File: src/rtl/opp_pkg.sv
`timescale 1ns / 1ps
package opp_pkg;

	typedef enum logic [2:0] {
		REG_QUAT_WX = 3'd0,
		REG_QUAT_YZ = 3'd1,
		REG_BOX_LO  = 3'd2,
		REG_BOX_HI  = 3'd3,
		REG_ZOOM    = 3'd4,
		REG_CX      = 3'd5,
		REG_CY      = 3'd6,
		REG_SCALE   = 3'd7
	} opp_reg_t;

	localparam int ROT_W     = 24;
	localparam int ROT_FRAC  = 22;
	localparam int NORM_FRAC = 16;
	localparam int NSTAGE    = 13;
	localparam int PIX_W     = 17;
	localparam int ZOOM_W    = 24;
	localparam int P_W       = PIX_W + ZOOM_W;
	localparam int SCR_W     = 22;
	localparam int DEPTH_W   = 19;
	localparam int CFG_W     = 64;

	typedef logic [8:0][ROT_W-1:0] opp_mat_t;
	typedef logic [NSTAGE:1] opp_en_t;

endpackage

File: src/rtl/opp_norm_lane.sv
`timescale 1ns / 1ps
module opp_norm_lane #(
	parameter int COORD_BITS = 21
) (
	input  logic                                        clk,
	input  opp_pkg::opp_en_t                            en,
	input  logic signed [COORD_BITS-1:0]                point,
	input  logic signed [COORD_BITS-1:0]                lo,
	input  logic signed [COORD_BITS-1:0]                hi,
	input  logic [((COORD_BITS > 9) ? COORD_BITS : 9):0] den,
	input  logic [COORD_BITS+17:0]                      recip,
	output logic signed [COORD_BITS+17:0]               v
);
	import opp_pkg::*;

	localparam int EW   = (COORD_BITS > 9) ? COORD_BITS : 9;
	localparam int DW   = EW + 1;
	localparam int RMW  = DW + 1;
	localparam int MAGW = COORD_BITS + 1;
	localparam int S    = COORD_BITS + 2;
	localparam int RW   = COORD_BITS + 18;
	localparam int QN   = COORD_BITS + 17;
	localparam int VW   = COORD_BITS + 18;
	localparam int PLW  = MAGW + 20;
	localparam int PHW  = MAGW + RW - 20;
	localparam int FW   = MAGW + RW + 1;

	logic signed [COORD_BITS+1:0] d2;
	logic [MAGW-1:0] mag_s1, mag_s2, mag_s3;
	logic neg_s1, neg_s2, neg_s3, neg_s4;
	logic [PLW-1:0] ppl_s2;
	logic [PHW-1:0] pph_s2;
	logic [FW-1:0] full;
	logic [QN-1:0] q0_s3, q0_s4;
	logic [RMW-1:0] low_s4, nl_s4, rem;
	logic [MAGW+NORM_FRAC-1:0] num;
	logic [QN-1:0] q;
	logic signed [VW-1:0] v_s5;

	always_comb begin
		d2 = $signed({point[COORD_BITS-1], point, 1'b0})
			- $signed({{2{lo[COORD_BITS-1]}}, lo})
			- $signed({{2{hi[COORD_BITS-1]}}, hi});
		full = (FW'(pph_s2) << 20) + FW'(ppl_s2);
		num  = {mag_s3, {NORM_FRAC{1'b0}}};
		rem  = nl_s4 - low_s4;
		q    = q0_s4 + QN'(rem >= RMW'(den));
	end

	always_ff @(posedge clk) begin
		if (en[1]) begin
			neg_s1 <= d2[COORD_BITS+1];
			mag_s1 <= d2[COORD_BITS+1] ? MAGW'(-d2) : MAGW'(d2);
		end
		if (en[2]) begin
			neg_s2 <= neg_s1;
			mag_s2 <= mag_s1;
			ppl_s2 <= PLW'(mag_s1 * recip[19:0]);
			pph_s2 <= PHW'(mag_s1 * recip[RW-1:20]);
		end
		if (en[3]) begin
			neg_s3 <= neg_s2;
			mag_s3 <= mag_s2;
			q0_s3  <= full[S +: QN];
		end
		if (en[4]) begin
			neg_s4 <= neg_s3;
			q0_s4  <= q0_s3;
			low_s4 <= RMW'(q0_s3[RMW-1:0] * den);
			nl_s4  <= num[RMW-1:0];
		end
		if (en[5]) begin
			v_s5 <= neg_s4 ? VW'(-VW'(q)) : VW'(q);
		end
	end

	assign v = v_s5;

endmodule

File: config.mk
export PLATFORM = sky130hd
export DESIGN_NAME = opp_norm_lane
export DESIGN_NICKNAME = d
export VERILOG_FILES = /design/src/rtl/opp_pkg.sv /design/src/rtl/opp_norm_lane.sv
export SDC_FILE = /design/constraint.sdc
export NUM_CORES = 2
export LEC_CHECK = 0
export BUFFER_PORTS_ARGS = -buffer_cell sky130_fd_sc_hd__buf_4
export CORE_ASPECT_RATIO = 2
export CORE_MARGIN = 5
export CORE_UTILIZATION = 40
export DETAILED_ROUTE_END_ITERATION = 7
export PLACE_DENSITY = 0.65
export REMOVE_ABC_BUFFERS = 1
export SKIP_CTS_REPAIR_TIMING = 1
export SKIP_LAST_GASP = 1
export SYNTH_ARGS = -nofsm -noshare
export SYNTH_HDL_FRONTEND = slang
export SYNTH_SLANG_ARGS = --single-unit
File: constraint.sdc
create_clock -name clk -period 11.85 [get_ports clk]
set_clock_uncertainty 0.2 [all_clocks]
set_input_delay 2.37 -clock clk [delete_from_list [all_inputs] [get_ports clk]]
set_output_delay 2.37 -clock clk [all_outputs]
set_load 0.02 [all_outputs]
==> impl_results.md <==
- Minimum clock period: a little over 9000 ps
- Largest area contributor in the netlist: fa_1
- Ant diodes: 0
- Die Y: between 500 and 600 um
- Routed vias: 35500
- Worst Path Max Fanout: 22
- Seq/Total Area, Yosys: between 15 and 20%
- Sink Count: 248
- Worst setup EP type: register
- Worst hold path type: reg2reg
- CTS tree: yes
- Routed vias/inst: around 5.2
- Critical path required time: roughly 12000 ps
- Leading post-synthesis cells by cell area: fa_1 (37%), edfxtp_1 (15%), ha_1 (11%), inv_1 (8.8%), nand2_1 (5.9%)
- Critical path type: in2reg
- DR iter-0 viols: 1460
- Placed cells: approximately 6700
- Layout overhead on the synthesized area: 7.01%
- Vias in the first global route: 39600
- Initial Util: approximately 40%
- Worst-margin pin slew: 1370 ps
- Grt total ovfl: 0
- DP HPWL: a little under 100000 um
- Main synth FF type: edfxtp_1
- Post-synth EDFFs: 248
- Layout fillers: around 12000
- Setup violators final: 0
- Core area: about 0.12 mm^2
- Crit path buffers/inverters: 6
- Root Driver: clkbuf_16
- Final antenna-violating net count: 0
- DRC errors left: 0
- Relative slew slack: under 10%
- Register Area: between 0.007 and 0.008 mm^2
- Maximum number of pins on one net before global-route repair: 70
- Synth top area share: a little under two fifths
- Num CTS Buffers: 27
- CP peak stage delay: between 600 and 700 ps
- Multi-input logic area: ~0.036 mm^2
- # H-tree levels: 1
- Worst setup SP type: input port
- Final hold violations: 0
- Status: completed
- NumNets Final: 6678
- Share of layout cells above drive strength 1: under 10%
- Data arrival, critical path: between 9000 and 10000 ps
- Crit-path leading delay family: adder cells
- Most common cell in the synthesized netlist: inv_1
- Routed len/inst: approximately 19 um
- First-pass GRT wire length: 204000 um
- Die span in x: around 260 um
- Crit path max-delay cell type: o32ai_1
- TNS Setup: 0 ps
- Later-pin clock latency in the skew report: roughly 570 ps
- Non-filler cells, final: roughly 6800
- Gr usage total: 19.5%
- Initial antenna violation count: 4
- Most frequent cells after synthesis: inv_1 (1145), fa_1 (908), nand2_1 (774)
- Post-synth ARST share: 0%
- #FFs+latches synth: 248
- Synth Instances: 5209
- Max clock buf depth: 3
- Unrepaired setup endpoints after global routing: no
- Tcrit/Tclk final: between 70 and 80%
- Final GP Congestion: 0.872
- WL final: ~130000 um
- Max_cap viols: 0
- I/O Pins: around 180
- CTS clk-pin slew, worst paths: about 70 ps
- Most frequent cell on the critical path: fa_1
- Mapped cell area: roughly 0.049 mm^2
- Port bufs: roughly 170
- 1st-pass router iterations: 7
- Mean Syn Cell Area: 9.41 um^2
- Num rows: between 150 and 200
- DIE AREA: approximately 0.13 mm^2
- Fmax achieved: 108 MHz
- Yosys cell types: 89
- Fin. max-slew vios: 0
- Ys Warns: 0
==> layer usage <==
layer,track usage [%],vias up,part of all wire (%)
met3,1.96,417,4.9
met2,39.5,1114,57
met1,19.5,18200,32
li1,-,15800,-
met5,0,-,0.032
met4,9.40,6,6.0
==> final timing paths <==
kind | depth (start not counted) | slack (ps) | start | endpoint
setup reg to reg | 24 | 3510 | mag_s1[8] | ppl_s2[41]
hold reg to reg | 0 | 210 | mag_s3[2] | nl_s4[18]
setup / recovery | 25 | 2620 | recip[11] | ppl_s2[41]
hold / removal | 0 | 210 | mag_s3[2] | nl_s4[18]
==> kinds of logic after synthesis <==
kind of cell	Yosys count	synth area share, %
AO/OA/AOI/OAI	384	5.40
XOR/XNOR	274	4.89
adder cells (fa/ha/maj)	1338	48.0
buffers and inverters	1384	10.7
flip-flops	248	15.2
multiplexers	1	0.0230
AND/OR/NAND/NOR	1580	15.8
==> area by class of cell <==
cell class	count	share of cell area (%)
repair buffers	200	2.86
well taps	1555	3.71
multi-input cells	3577	69.3
inverters	1148	8.21
clock inverters	19	0.429
clock buffers	30	1.31
flip-flops and latches	248	14.2
==> stage by stage <==
stage | instance area [um^2] | util, % | worst slack, ps | hold WS (ps)
finish | 52500 | 43.1 | 2620 | 210
global route | 52500 | 43.1 | 2280 | 217
CTS | 52500 | 43.1 | 2630 | 211
detailed placement | 51600 | 42.3 | 2020 | 205
global placement | 51600 | 42.3 | 2090 | 201
floorplan | 48100 | - | 3240 | 200
==> placed cells by master, fill, tap and decap left out, drive strengths merged, types with 6 or more instances in the layout <==
| master | Yosys | layout |
|---|---|---|
| a2111oi | 6 | 6 |
| a211oi | 18 | 18 |
| a21boi | 7 | 7 |
| a21o | 55 | 55 |
| a21oi | 98 | 98 |
| a31o | 6 | 6 |
| a31oi | 14 | 14 |
| a41oi | 6 | 6 |
| and2 | 461 | 461 |
| and3 | 21 | 21 |
| and4 | 8 | 8 |
| buf | 13 | 200 |
| clkbuf | 223 | 30 |
| clkinv | 1 | 11 |
| edfxtp | 248 | 248 |
| fa | 908 | 908 |
| ha | 430 | 430 |
| inv | 1147 | 1150 |
| nand2 | 775 | 775 |
| nand2b | 8 | 8 |
| nand3 | 46 | 46 |
| nand4 | 31 | 31 |
| nor2 | 119 | 119 |
| nor2b | 8 | 8 |
| nor3 | 49 | 49 |
| nor4 | 18 | 18 |
| o211ai | 11 | 11 |
| o21a | 31 | 31 |
| o21ai | 58 | 58 |
| o21bai | 21 | 21 |
| o31ai | 13 | 13 |
| o41ai | 7 | 7 |
| or2 | 7 | 7 |
| or3 | 11 | 11 |
| or4 | 7 | 7 |
| xnor2 | 194 | 194 |
| xor2 | 80 | 80 |
==> flip-flops by register name, summed over array words and instances, names as in the netlist <==
register and count:
low_s4 23, mag_s3 7, q0_s4 38, neg_s3 1, neg_s4 1, q0_s3 38, v 39, ppl_s2 22
neg_s1 1, pph_s2 41, neg_s2 1, mag_s1 22, mag_s2 7, nl_s4 7
Power is left out: the tool's default activity adds up to more than one toggle a clock period on the data nets, which glitch-free logic cannot reach.
